### src/sv/exprtok_pkg.sv
// Shared types and constants for the expression tokenizer
`timescale 1ns / 1ps

package exprtok_pkg;

  // default limit on characters per expression
  localparam int MAX_CHARS_DEF = 4096;

  // result field widths
  localparam int KIND_W  = 4;
  localparam int START_W = 12;
  localparam int LEN_W   = 13;

  // output queue depth, room for two tokens from one word plus two in flight
  localparam int QDEPTH = 4;

  // token kinds
  typedef enum logic [KIND_W-1:0] {
    TK_NUMBER = 4'd0,
    TK_NAME   = 4'd1,
    TK_LPAREN = 4'd2,
    TK_RPAREN = 4'd3,
    TK_COMMA  = 4'd4,
    TK_ADD    = 4'd5,
    TK_SUB    = 4'd6,
    TK_MUL    = 4'd7,
    TK_DIV    = 4'd8,
    TK_POW    = 4'd9,
    TK_NEG    = 4'd10,
    TK_ERROR  = 4'd11,
    TK_END    = 4'd12
  } tok_kind_t;

  // lexer modes
  typedef enum logic [2:0] {
    MODE_IDLE   = 3'd0,
    MODE_NUMBER = 3'd1,
    MODE_NAME   = 3'd2,
    MODE_MINUS  = 3'd3,
    MODE_DRAIN  = 3'd4
  } mode_t;

  // one result token
  typedef struct packed {
    tok_kind_t          kind;
    logic [START_W-1:0] start;
    logic [LEN_W-1:0]   length;
    logic               last;
  } tok_t;

  // character codes
  localparam logic [7:0] CH_SPACE  = 8'h20;
  localparam logic [7:0] CH_TAB    = 8'h09;
  localparam logic [7:0] CH_LPAREN = 8'h28;
  localparam logic [7:0] CH_RPAREN = 8'h29;
  localparam logic [7:0] CH_COMMA  = 8'h2C;
  localparam logic [7:0] CH_PLUS   = 8'h2B;
  localparam logic [7:0] CH_MINUS  = 8'h2D;
  localparam logic [7:0] CH_STAR   = 8'h2A;
  localparam logic [7:0] CH_SLASH  = 8'h2F;
  localparam logic [7:0] CH_CARET  = 8'h5E;
  localparam logic [7:0] CH_DOT    = 8'h2E;
  localparam logic [7:0] CH_UNDER  = 8'h5F;
  localparam logic [7:0] CH_EXP_UC = 8'h45;
  localparam logic [7:0] CH_EXP_LC = 8'h65;
  localparam logic [7:0] CH_0      = 8'h30;
  localparam logic [7:0] CH_9      = 8'h39;
  localparam logic [7:0] CH_A_UC   = 8'h41;
  localparam logic [7:0] CH_Z_UC   = 8'h5A;
  localparam logic [7:0] CH_A_LC   = 8'h61;
  localparam logic [7:0] CH_Z_LC   = 8'h7A;

endpackage

### src/sv/expression_tokenizer.sv
// Streaming lexer for infix arithmetic expressions, top level
//
// One word carries one expression character, or the end marker. Each word
// is lexed in the cycle it is accepted and yields zero, one or two tokens
// (kind, start, length, last) that go into a four-entry output queue. With
// the queue empty, the first token of a word shows on the out_ ports in the
// cycle after the word is accepted; behind queued tokens it waits until all
// of them have gone out. A word is taken whenever the queue has two free
// entries, so with the output side draining one token per cycle the block
// takes one word per cycle. Words that yield two tokens are: a pending
// number, name or minus ended by a character that is a token of its own or
// by a stray byte, a pending token cut off at the length limit, and the end
// marker after a pending token. The output port's one token per cycle sets
// the long-run rate.
// Positions count from 0 per expression; characters past MAX_CHARS give one
// error token of start 0 and length 0, after which input is dropped until
// the end marker, which always closes with an end token flagged last.
`timescale 1ns / 1ps

module expression_tokenizer #(
  parameter int MAX_CHARS = exprtok_pkg::MAX_CHARS_DEF
) (
  input  logic                            clk,
  input  logic                            rst_n,
  input  logic                            in_valid,
  output logic                            in_ready,
  input  logic [7:0]                      in_character,
  input  logic                            in_end_of_expr,
  output logic                            out_valid,
  input  logic                            out_ready,
  output logic [exprtok_pkg::KIND_W-1:0]  out_token_kind,
  output logic [exprtok_pkg::START_W-1:0] out_token_start,
  output logic [exprtok_pkg::LEN_W-1:0]   out_token_length,
  output logic                            out_is_last
);

  localparam int PW = $clog2(MAX_CHARS + 1);
  localparam int SW = (PW > exprtok_pkg::START_W) ? PW : exprtok_pkg::START_W;
  localparam int LW = (PW > exprtok_pkg::LEN_W) ? PW : exprtok_pkg::LEN_W;
  localparam int QD = exprtok_pkg::QDEPTH;
  localparam int CW = $clog2(QD + 1);

  // lexer state
  exprtok_pkg::mode_t mode_r, mode_nxt;
  logic               dot_r, dot_nxt;
  logic               exp_r, exp_nxt;
  logic               esign_r, esign_nxt;
  logic [PW-1:0]      pstart_r, pstart_nxt;
  logic [PW-1:0]      cpos_r, cpos_nxt;
  logic               unary_r, unary_nxt;

  // output queue
  exprtok_pkg::tok_t q_r [QD];
  exprtok_pkg::tok_t q_nxt [QD];
  logic [CW-1:0]     cnt_r, cnt_nxt;

  logic [7:0] c;
  logic       in_fire, out_fire;
  logic       is_dig, is_let, is_dot, is_sign, is_exp, is_ws;
  logic       num_ext, name_ext, minus_ext;
  logic       cpos_full;

  assign c         = in_character;
  assign in_fire   = in_valid && in_ready;
  assign out_fire  = out_valid && out_ready;
  assign in_ready  = (cnt_r <= CW'(QD - 2));
  assign cpos_full = (cpos_r >= PW'(MAX_CHARS));

  // character classes
  assign is_dig  = (c >= exprtok_pkg::CH_0) && (c <= exprtok_pkg::CH_9);
  assign is_let  = ((c >= exprtok_pkg::CH_A_UC) && (c <= exprtok_pkg::CH_Z_UC)) ||
                   ((c >= exprtok_pkg::CH_A_LC) && (c <= exprtok_pkg::CH_Z_LC));
  assign is_dot  = (c == exprtok_pkg::CH_DOT);
  assign is_sign = (c == exprtok_pkg::CH_PLUS) || (c == exprtok_pkg::CH_MINUS);
  assign is_exp  = (c == exprtok_pkg::CH_EXP_UC) || (c == exprtok_pkg::CH_EXP_LC);
  assign is_ws   = (c == exprtok_pkg::CH_SPACE) || (c == exprtok_pkg::CH_TAB);

  // can the character extend the pending token
  assign num_ext   = (esign_r && is_sign) || is_dig || (is_dot && !dot_r && !exp_r) ||
                     (is_exp && !exp_r);
  assign name_ext  = is_let || is_dig || (c == exprtok_pkg::CH_UNDER);
  assign minus_ext = is_dig || is_dot;

  // pending token, ending just before the current position
  exprtok_pkg::tok_t fl_tok;
  logic              fl_has;
  logic [PW-1:0]     fl_diff;
  logic [LW-1:0]     fl_diff_ext;
  logic [SW-1:0]     pstart_ext;
  logic [SW-1:0]     cpos_ext;

  assign fl_diff     = cpos_r - pstart_r;
  assign fl_diff_ext = LW'(fl_diff);
  assign pstart_ext  = SW'(pstart_r);
  assign cpos_ext    = SW'(cpos_r);
  assign fl_has      = (mode_r == exprtok_pkg::MODE_NUMBER) ||
                       (mode_r == exprtok_pkg::MODE_NAME) ||
                       (mode_r == exprtok_pkg::MODE_MINUS);

  always_comb begin
    fl_tok.start = pstart_ext[exprtok_pkg::START_W-1:0];
    fl_tok.last  = 1'b0;
    case (mode_r)
      exprtok_pkg::MODE_NUMBER: begin
        fl_tok.kind   = exprtok_pkg::TK_NUMBER;
        fl_tok.length = fl_diff_ext[exprtok_pkg::LEN_W-1:0];
      end
      exprtok_pkg::MODE_NAME: begin
        fl_tok.kind   = exprtok_pkg::TK_NAME;
        fl_tok.length = fl_diff_ext[exprtok_pkg::LEN_W-1:0];
      end
      default: begin
        fl_tok.kind   = exprtok_pkg::TK_NEG;
        fl_tok.length = exprtok_pkg::LEN_W'(1);
      end
    endcase
  end

  // lexing of a character with nothing pending (after any flush)
  exprtok_pkg::mode_t    lx_mode;
  exprtok_pkg::tok_kind_t lx_kind;
  logic                  lx_v, lx_unary, lx_pend, lx_num, u0;

  assign u0 = (mode_r == exprtok_pkg::MODE_MINUS) ? 1'b1 :
              (mode_r == exprtok_pkg::MODE_IDLE) ? unary_r : 1'b0;

  always_comb begin
    lx_mode  = exprtok_pkg::MODE_IDLE;
    lx_kind  = exprtok_pkg::TK_ERROR;
    lx_v     = 1'b0;
    lx_unary = u0;
    lx_pend  = 1'b0;
    lx_num   = 1'b0;
    case (c)
      exprtok_pkg::CH_LPAREN: lx_kind = exprtok_pkg::TK_LPAREN;
      exprtok_pkg::CH_RPAREN: lx_kind = exprtok_pkg::TK_RPAREN;
      exprtok_pkg::CH_COMMA:  lx_kind = exprtok_pkg::TK_COMMA;
      exprtok_pkg::CH_PLUS:   lx_kind = exprtok_pkg::TK_ADD;
      exprtok_pkg::CH_STAR:   lx_kind = exprtok_pkg::TK_MUL;
      exprtok_pkg::CH_SLASH:  lx_kind = exprtok_pkg::TK_DIV;
      exprtok_pkg::CH_CARET:  lx_kind = exprtok_pkg::TK_POW;
      default:                lx_kind = exprtok_pkg::TK_ERROR;
    endcase
    if (is_ws) begin
      lx_v = 1'b0;
    end else if (lx_kind != exprtok_pkg::TK_ERROR) begin
      lx_v     = 1'b1;
      lx_unary = (lx_kind != exprtok_pkg::TK_RPAREN);
    end else if (c == exprtok_pkg::CH_MINUS) begin
      if (u0) begin
        lx_mode = exprtok_pkg::MODE_MINUS;
        lx_pend = 1'b1;
      end else begin
        lx_v     = 1'b1;
        lx_kind  = exprtok_pkg::TK_SUB;
        lx_unary = 1'b1;
      end
    end else if (is_dig || is_dot) begin
      lx_mode = exprtok_pkg::MODE_NUMBER;
      lx_pend = 1'b1;
      lx_num  = 1'b1;
    end else if (is_let || (c == exprtok_pkg::CH_UNDER)) begin
      lx_mode = exprtok_pkg::MODE_NAME;
      lx_pend = 1'b1;
    end else begin
      lx_v    = 1'b1;
      lx_mode = exprtok_pkg::MODE_DRAIN;
    end
  end

  // does the character end the pending token
  logic need_flush;
  always_comb begin
    case (mode_r)
      exprtok_pkg::MODE_NUMBER: need_flush = !num_ext;
      exprtok_pkg::MODE_NAME:   need_flush = !name_ext;
      exprtok_pkg::MODE_MINUS:  need_flush = !minus_ext;
      default:                  need_flush = 1'b0;
    endcase
  end

  // next state
  always_comb begin
    mode_nxt   = mode_r;
    dot_nxt    = dot_r;
    exp_nxt    = exp_r;
    esign_nxt  = esign_r;
    pstart_nxt = pstart_r;
    cpos_nxt   = cpos_r;
    unary_nxt  = unary_r;
    if (in_fire) begin
      if (in_end_of_expr) begin
        mode_nxt   = exprtok_pkg::MODE_IDLE;
        dot_nxt    = 1'b0;
        exp_nxt    = 1'b0;
        esign_nxt  = 1'b0;
        pstart_nxt = '0;
        cpos_nxt   = '0;
        unary_nxt  = 1'b1;
      end else if (mode_r == exprtok_pkg::MODE_DRAIN) begin
        mode_nxt = exprtok_pkg::MODE_DRAIN;
      end else if (cpos_full) begin
        mode_nxt = exprtok_pkg::MODE_DRAIN;
      end else begin
        cpos_nxt = cpos_r + PW'(1);
        if (mode_r == exprtok_pkg::MODE_NUMBER && num_ext) begin
          // sign, digit, dot or exponent, tried in that order
          if (esign_r && is_sign) begin
            esign_nxt = 1'b0;
          end else if (is_dig) begin
            esign_nxt = 1'b0;
          end else if (is_dot && !dot_r && !exp_r) begin
            dot_nxt   = 1'b1;
            esign_nxt = 1'b0;
          end else begin
            exp_nxt   = 1'b1;
            esign_nxt = 1'b1;
          end
        end else if (mode_r == exprtok_pkg::MODE_NAME && name_ext) begin
          mode_nxt = exprtok_pkg::MODE_NAME;
        end else if (mode_r == exprtok_pkg::MODE_MINUS && minus_ext) begin
          mode_nxt  = exprtok_pkg::MODE_NUMBER;
          dot_nxt   = is_dot;
          exp_nxt   = 1'b0;
          esign_nxt = 1'b0;
        end else begin
          mode_nxt  = lx_mode;
          unary_nxt = lx_unary;
          if (lx_pend) begin
            pstart_nxt = cpos_r;
          end
          if (lx_num) begin
            dot_nxt   = is_dot;
            exp_nxt   = 1'b0;
            esign_nxt = 1'b0;
          end
        end
      end
    end
  end

  // tokens produced by this word
  exprtok_pkg::tok_t t0, t1, end_tok, err_tok, lx_tok;
  logic [1:0]        ntok;

  always_comb begin
    end_tok.kind   = exprtok_pkg::TK_END;
    end_tok.start  = '0;
    end_tok.length = '0;
    end_tok.last   = 1'b1;
    err_tok.kind   = exprtok_pkg::TK_ERROR;
    err_tok.start  = '0;
    err_tok.length = '0;
    err_tok.last   = 1'b0;
    lx_tok.kind    = lx_kind;
    lx_tok.start   = cpos_ext[exprtok_pkg::START_W-1:0];
    lx_tok.length  = exprtok_pkg::LEN_W'(1);
    lx_tok.last    = 1'b0;
  end

  always_comb begin
    t0   = fl_tok;
    t1   = end_tok;
    ntok = 2'd0;
    if (in_fire) begin
      if (in_end_of_expr) begin
        if (fl_has) begin
          ntok = 2'd2;
        end else begin
          t0   = end_tok;
          ntok = 2'd1;
        end
      end else if (mode_r == exprtok_pkg::MODE_DRAIN) begin
        ntok = 2'd0;
      end else if (cpos_full) begin
        t1 = err_tok;
        if (fl_has) begin
          ntok = 2'd2;
        end else begin
          t0   = err_tok;
          ntok = 2'd1;
        end
      end else if (mode_r == exprtok_pkg::MODE_IDLE || need_flush) begin
        t1 = lx_tok;
        if (need_flush && lx_v) begin
          ntok = 2'd2;
        end else if (need_flush) begin
          ntok = 2'd1;
        end else if (lx_v) begin
          t0   = lx_tok;
          ntok = 2'd1;
        end
      end
    end
  end

  // output queue: entry 0 is the head, shift on pop, append behind the tail
  logic [CW-1:0] base;
  assign base = cnt_r - CW'(out_fire);

  always_comb begin
    for (int i = 0; i < QD; i++) begin
      if (out_fire && (i < QD - 1)) begin
        q_nxt[i] = q_r[(i < QD - 1) ? i + 1 : i];
      end else begin
        q_nxt[i] = q_r[i];
      end
      if ((ntok != 2'd0) && (CW'(i) == base)) begin
        q_nxt[i] = t0;
      end
      if ((ntok == 2'd2) && (CW'(i) == base + CW'(1))) begin
        q_nxt[i] = t1;
      end
    end
    cnt_nxt = base + CW'(ntok);
  end

  always_ff @(posedge clk) begin
    for (int i = 0; i < QD; i++) begin
      q_r[i] <= q_nxt[i];
    end
  end

  // control state
  always_ff @(posedge clk) begin
    if (!rst_n) begin
      mode_r   <= exprtok_pkg::MODE_IDLE;
      dot_r    <= 1'b0;
      exp_r    <= 1'b0;
      esign_r  <= 1'b0;
      pstart_r <= '0;
      cpos_r   <= '0;
      unary_r  <= 1'b1;
      cnt_r    <= '0;
    end else begin
      mode_r   <= mode_nxt;
      dot_r    <= dot_nxt;
      exp_r    <= exp_nxt;
      esign_r  <= esign_nxt;
      pstart_r <= pstart_nxt;
      cpos_r   <= cpos_nxt;
      unary_r  <= unary_nxt;
      cnt_r    <= cnt_nxt;
    end
  end

  // head of the queue drives the result word
  assign out_valid        = (cnt_r != '0);
  assign out_token_kind   = q_r[0].kind;
  assign out_token_start  = q_r[0].start;
  assign out_token_length = q_r[0].length;
  assign out_is_last      = q_r[0].last;

endmodule

### config.mk
export PLATFORM = sky130hd
export DESIGN_NAME = expression_tokenizer
export DESIGN_NICKNAME = d
export VERILOG_FILES = /design/src/sv/exprtok_pkg.sv /design/src/sv/expression_tokenizer.sv
export SDC_FILE = /design/constraint.sdc
export NUM_CORES = 1
export LEC_CHECK = 0
export ABC_AREA = 1
export BUFFER_PORTS_ARGS = -buffer_cell sky130_fd_sc_hd__buf_2
export CAP_MARGIN = 20
export CORE_AREA = 2 2 186 188
export CTS_CLUSTER_DIAMETER = 60
export DETAILED_ROUTE_END_ITERATION = 8
export DIE_AREA = 0 0 188 190
export PLACE_DENSITY = 0.42
export REMOVE_ABC_BUFFERS = 1
export SLEW_MARGIN = 25
export SYNTH_ARGS = -nofsm -noshare
export SYNTH_HDL_FRONTEND = slang
export SYNTH_SLANG_ARGS = --single-unit
### constraint.sdc
create_clock -name clk -period 4.99 [get_ports clk]
set_input_delay 0.998 -clock clk [delete_from_list [all_inputs] [get_ports clk]]
set_output_delay 0.998 -clock clk [all_outputs]
set_load 0.01 [all_outputs]
# == After elaboration in Yosys (flattened, before gate mapping) ==
# Memories as Yosys holds them, arrays and structs flattened.
# Cells that the tools add are included.
# word_totals
romBits,0
regBits,36
latch_bits,0
out_inout_bits,32
elab_cells,234
mem_count,1
ram_bits,120
# classes
n_reduce_logical,55
addsub,5
mux,119
n_div,0
eq_ne,38
n_bitwise,0
multipliers,0
n_shift,0
order_cmp,8
# mem_list
name,depth,word_bits,rd,rd_ports_with_merged_regs,write_ports,line_no,rtl
q_r,4,30,4,0,4,expression_tokenizer.sv:53,exprtok_pkg::tok_t q_r [QD];
# ops
operator,n
$mux 30,26
$mux 13,11
$eq 8x6->1 const B,9
$mux 1,56
$mux 3,11
$eq 8x7->1 const B,4
$pmux 4 s7,1
$logic_and 1x1->1,21
$ge 8x7->1 const B,2
$le 8x7->1 const B,2
$mux 2,8
$mux 4,4
$reduce_and 8->1,2
$logic_or 1x1->1,14
$add 13x1->13 const B,1
$ge 13x13->1 const B,1
$sub 13x13->13,1
$eq 2x3->1 const A,4
$ne 3x3->1 const B,4
$ne 2x2->1 const B,5
$logic_not 3->1,3
$eq 8x4->1 const B,1
$ge 8x6->1 const B,1
$le 8x6->1 const B,1
25 further kinds,32

# == Depth between registers and ports, before layout ==
# depth
depth_word,21
depth_mapped,23

# == Least setup slack after synthesis ==
# Ideal clock, no wire load.
# synth_path
path_type,input-to-reg
start,input out_ready
end,memory q_r[3][0] (netlist bit) (enable)
slack_ps,1060
n_path_buf,3
t_required_ps,4633
t_arrival_ps,3574
stages,15
path_cell_list,nand2_1 clkbuf_1 clkbuf_1 inv_1 ha_1 ha_1 nor2_1 ha_1 inv_1 nor2_1 inv_1 nor2_4 inv_2 nand2_1 buf_2
# synth_rtl
item,line_no,rtl
start: declaration,expression_tokenizer.sv:30,"input logic out_ready,"
end: declaration,expression_tokenizer.sv:53,

==> results.toml <==
[clocking]
cts_max_level = 4
cts_buffer_depth = 2
cts_resized = 0
postCtsSetupBuffers = 0
ctsHoldBuffers = 0
root_buffer = "clkbuf_16"
numClockSinks = 156
cts_buffers = 17
clkTransAtPathRegs_ns = 0.06
worstSkewPairLatency_ns = 0.45
cts_tree = "built"

[sta]
min_period_over_period_pct = 75.98
rsz0062_at_grt = "false"
final.setup.tns_ns = 0
hold_viol_final = 0
fin_crit_ns = 3.791
max_slew_margin_pct = 22.44
worstMarginPinSlew_ns = 1.161
fmax_ghz = 0.2638
fin_skew_ns = 0.01322
setup_viol = 0
slew_violations = 0

[finish]
area_delta_synth_final_pct = 12.25
nets = 1596
fin_area_um2 = 11200
final_cells = 2030
layout-drive-gt1-share_pct = 8.825
n_antenna_cell = 0

[power]
power_w = 0.005872
power.density_nw_per_um2 = 524.1
peakVddDrop_mv = 0.2612
p_leak_nw = 5.450

[route]
avgRoutedWirePerCell_um = 14.53
vias_per_cell = 4.500
via_count = 9135
ant_nets = 0
drt-pass1-iter-count = 5
drt_first_iter_violations = 577
remaining_drc_errors = 0
route.final.wire_length_um = 29490

[floorplan]
start_util_pct = 29.40
die-area_um2 = 35720
num_rows = 68
die_h_um = 190
die_w_um = 188
ioPinCount = 45
core_um2 = 33950

[placement]
dp.cells = 1998
dp_hpwl_um = 22800
place_area_um2 = 10650
gp_congestion = 0.8485
portBuffers = 44

[synth]
async_reset_ff_share_pct = 0
synth_edf_count = 72
synth_area_um2 = 9982
synth_cell_types = 43
yosys_warnings = 0
synthFlopType = "dfxtp_1"
synth.avg_cell_area_um2 = 6.490
synth-seq-cells = 156
ys_seq_area_share_pct = 38.51
synthCells = 1538

[critical_path]
cp_top_family = "simple AND/OR/NAND/NOR gates"
critPathCaptureType = "flop"
cp_num_cells = 24
critical_path_buf_inv_count = 7
path_cells = "buf_2, inv_2, nand2_2, nor2_8, nand2_2, nand2_1, inv_2, nand2_1, nand2_1, clkinv_2, nand2_1, ha_1, inv_1, nor2_1, nand2_1, nand2_1, nand2_2, nand3_4, nand2_2, buf_4, inv_2, nand3_1, nand2_1, nand2_1"
required_ns = 5.18
critPathLaunchType = "primary input"
crit_top_cell = "nand2_1"
rr_worst_depth = 21
worstPathArrival_ns = 3.98
slowest_stage = "ha_1"
cp_max_fo = 23
critPathKind = "primary input to flop"
cp_slowest_stage_delay_ns = 0.29

[grt]
gr-total-overflow = 0
grt_pass1_vias = 8806
track_usage_pct = 17.37
grt_pass1_wl_um = 49110
grt_start_max_net_pins = 40
antenna_found_initial = 0

[hold_path]
min_path_cells = 2
hold_class = "flop to flop"

[flow_run]
maxCapViolCount = 0

[status]
status = "finished clean"
==> tightest hold or removal path: stages (launching register included) <==
cell	delay (ns)
dfxtp_1	0.32
nand2_1	0.05
nand2_1	0.04
==> state kept, by name (all words and copies together), names as in the netlist <==
signal and cells:
esign_r 1, dot_r 1, cpos_ext 13, unary_r 1, exp_r 1, mode_r 3
pstart_ext 13, cnt_r 3, q_r 120
==> routing by layer <==
layer	global-route usage (%)	wire (um)	share of wire, %
met1	25.86	16050	54
met2	25.60	11990	41
met3	2.970	926	3.1
met4	4.846	521	1.8
met5	0	0	0
==> cells in the final DEF, fill, tap and decap left out, types with 7 or more instances in the layout <==
cell and instances:
a21oi_1 94, clkinv_2 7, nand3_1 157, o21ai_0 26
nor2_1 138, o21ai_1 35, edfxtp_1 72, buf_4 22
nand2_1 562, inv_2 14, nor3_1 13, buf_2 44
dfxtp_1 84, ha_1 19, nand4_1 7, nand2_2 11
nor2_2 8, inv_1 191, clkbuf_16 17
==> per-stage QoR <==
stage / utilization [%] / worst slack (ns) / hold WS [ns]
2_1_floorplan: - / 0.2004 / 0.4188
3_3_place_gp: 31.36 / 0.7523 / 0.4244
3_5_place_dp: 31.36 / 0.7279 / 0.4269
4_1_cts: 33.01 / 1.191 / 0.4445
5_1_grt: 33.01 / 0.8086 / 0.4609
6_report: 33.01 / 1.199 / 0.4410
==> where the power goes <==
| group | switching (W) | total [W] | internal [W] |
|---|---|---|---|
| Combinational | 0.00173 | 0.00252 | 0.000793 |
| Clock | 0.000553 | 0.00128 | 0.000732 |
| Sequential | 0.000142 | 0.00207 | 0.00193 |
| Total | 0.00242 | 0.00587 | 0.00345 |
==> logic make-up (layout without fill, tap and decap cells) <==
| kind of cell | Yosys count | in the layout | synth area share (%) |
|---|---|---|---|
| AOI/OAI and AO/OA | 177 | 177 | 9.401 |
| DFF | 156 | 156 | 38.51 |
| buffers and inverters | 269 | 306 | 10.80 |
| xor gates and xnor gates | 8 | 8 | 0.7020 |
| adders and majority gates | 21 | 21 | 2.783 |
| and+or+nand+nor | 907 | 907 | 37.80 |
==> path summary, 6_finish.rpt <==
| check | from | endpoint | slack (ns) |
|---|---|---|---|
| worst max-delay path | in_character[4] | q_r[1][21] | 1.20 |
| worst min-delay path | q_r[0][11] | q_r[0][11] | 0.44 |
| worst max register to register | mode_r[1] | q_r[1][21] | 1.39 |
| worst min register to register | q_r[0][11] | q_r[0][11] | 0.44 |
==> synth_stat cells (3+ instances only) <==
cell / count / share of area, %
xnor2_1: 3 / 0.26
o2111ai_1: 3 / 0.26
nand2_1: 562 / 21
o21ai_0: 26 / 1.3
nand3_1: 157 / 7.9
xor2_1: 5 / 0.44
dfxtp_1: 84 / 17
nor2_2: 6 / 0.38
inv_2: 14 / 0.53
clkbuf_1: 26 / 0.98
nor3_1: 13 / 0.65
buf_4: 10 / 0.75
edfxtp_1: 72 / 22
nand4_1: 7 / 0.44
buf_2: 24 / 1.2
nand2_2: 11 / 0.69
a21oi_1: 94 / 4.7
inv_1: 191 / 7.2
nor2_1: 140 / 5.3
a31oi_1: 5 / 0.31
o21ai_1: 35 / 1.8
a211oi_1: 4 / 0.30
ha_1: 19 / 2.4
==> area by class of cell <==
class | count | area (um2)
Timing Repair Buffer | 66 | 385.4
Clock buffer | 20 | 436.7
Clock inverter | 12 | 122.6
Multi-Input combinational cell | 1113 | 5065
Fill cell | 3734 | 22740
Tap cell | 455 | 569.3
Sequential cell | 156 | 3844
Inverter | 208 | 782.0
(Power assumes the default switching activity.)
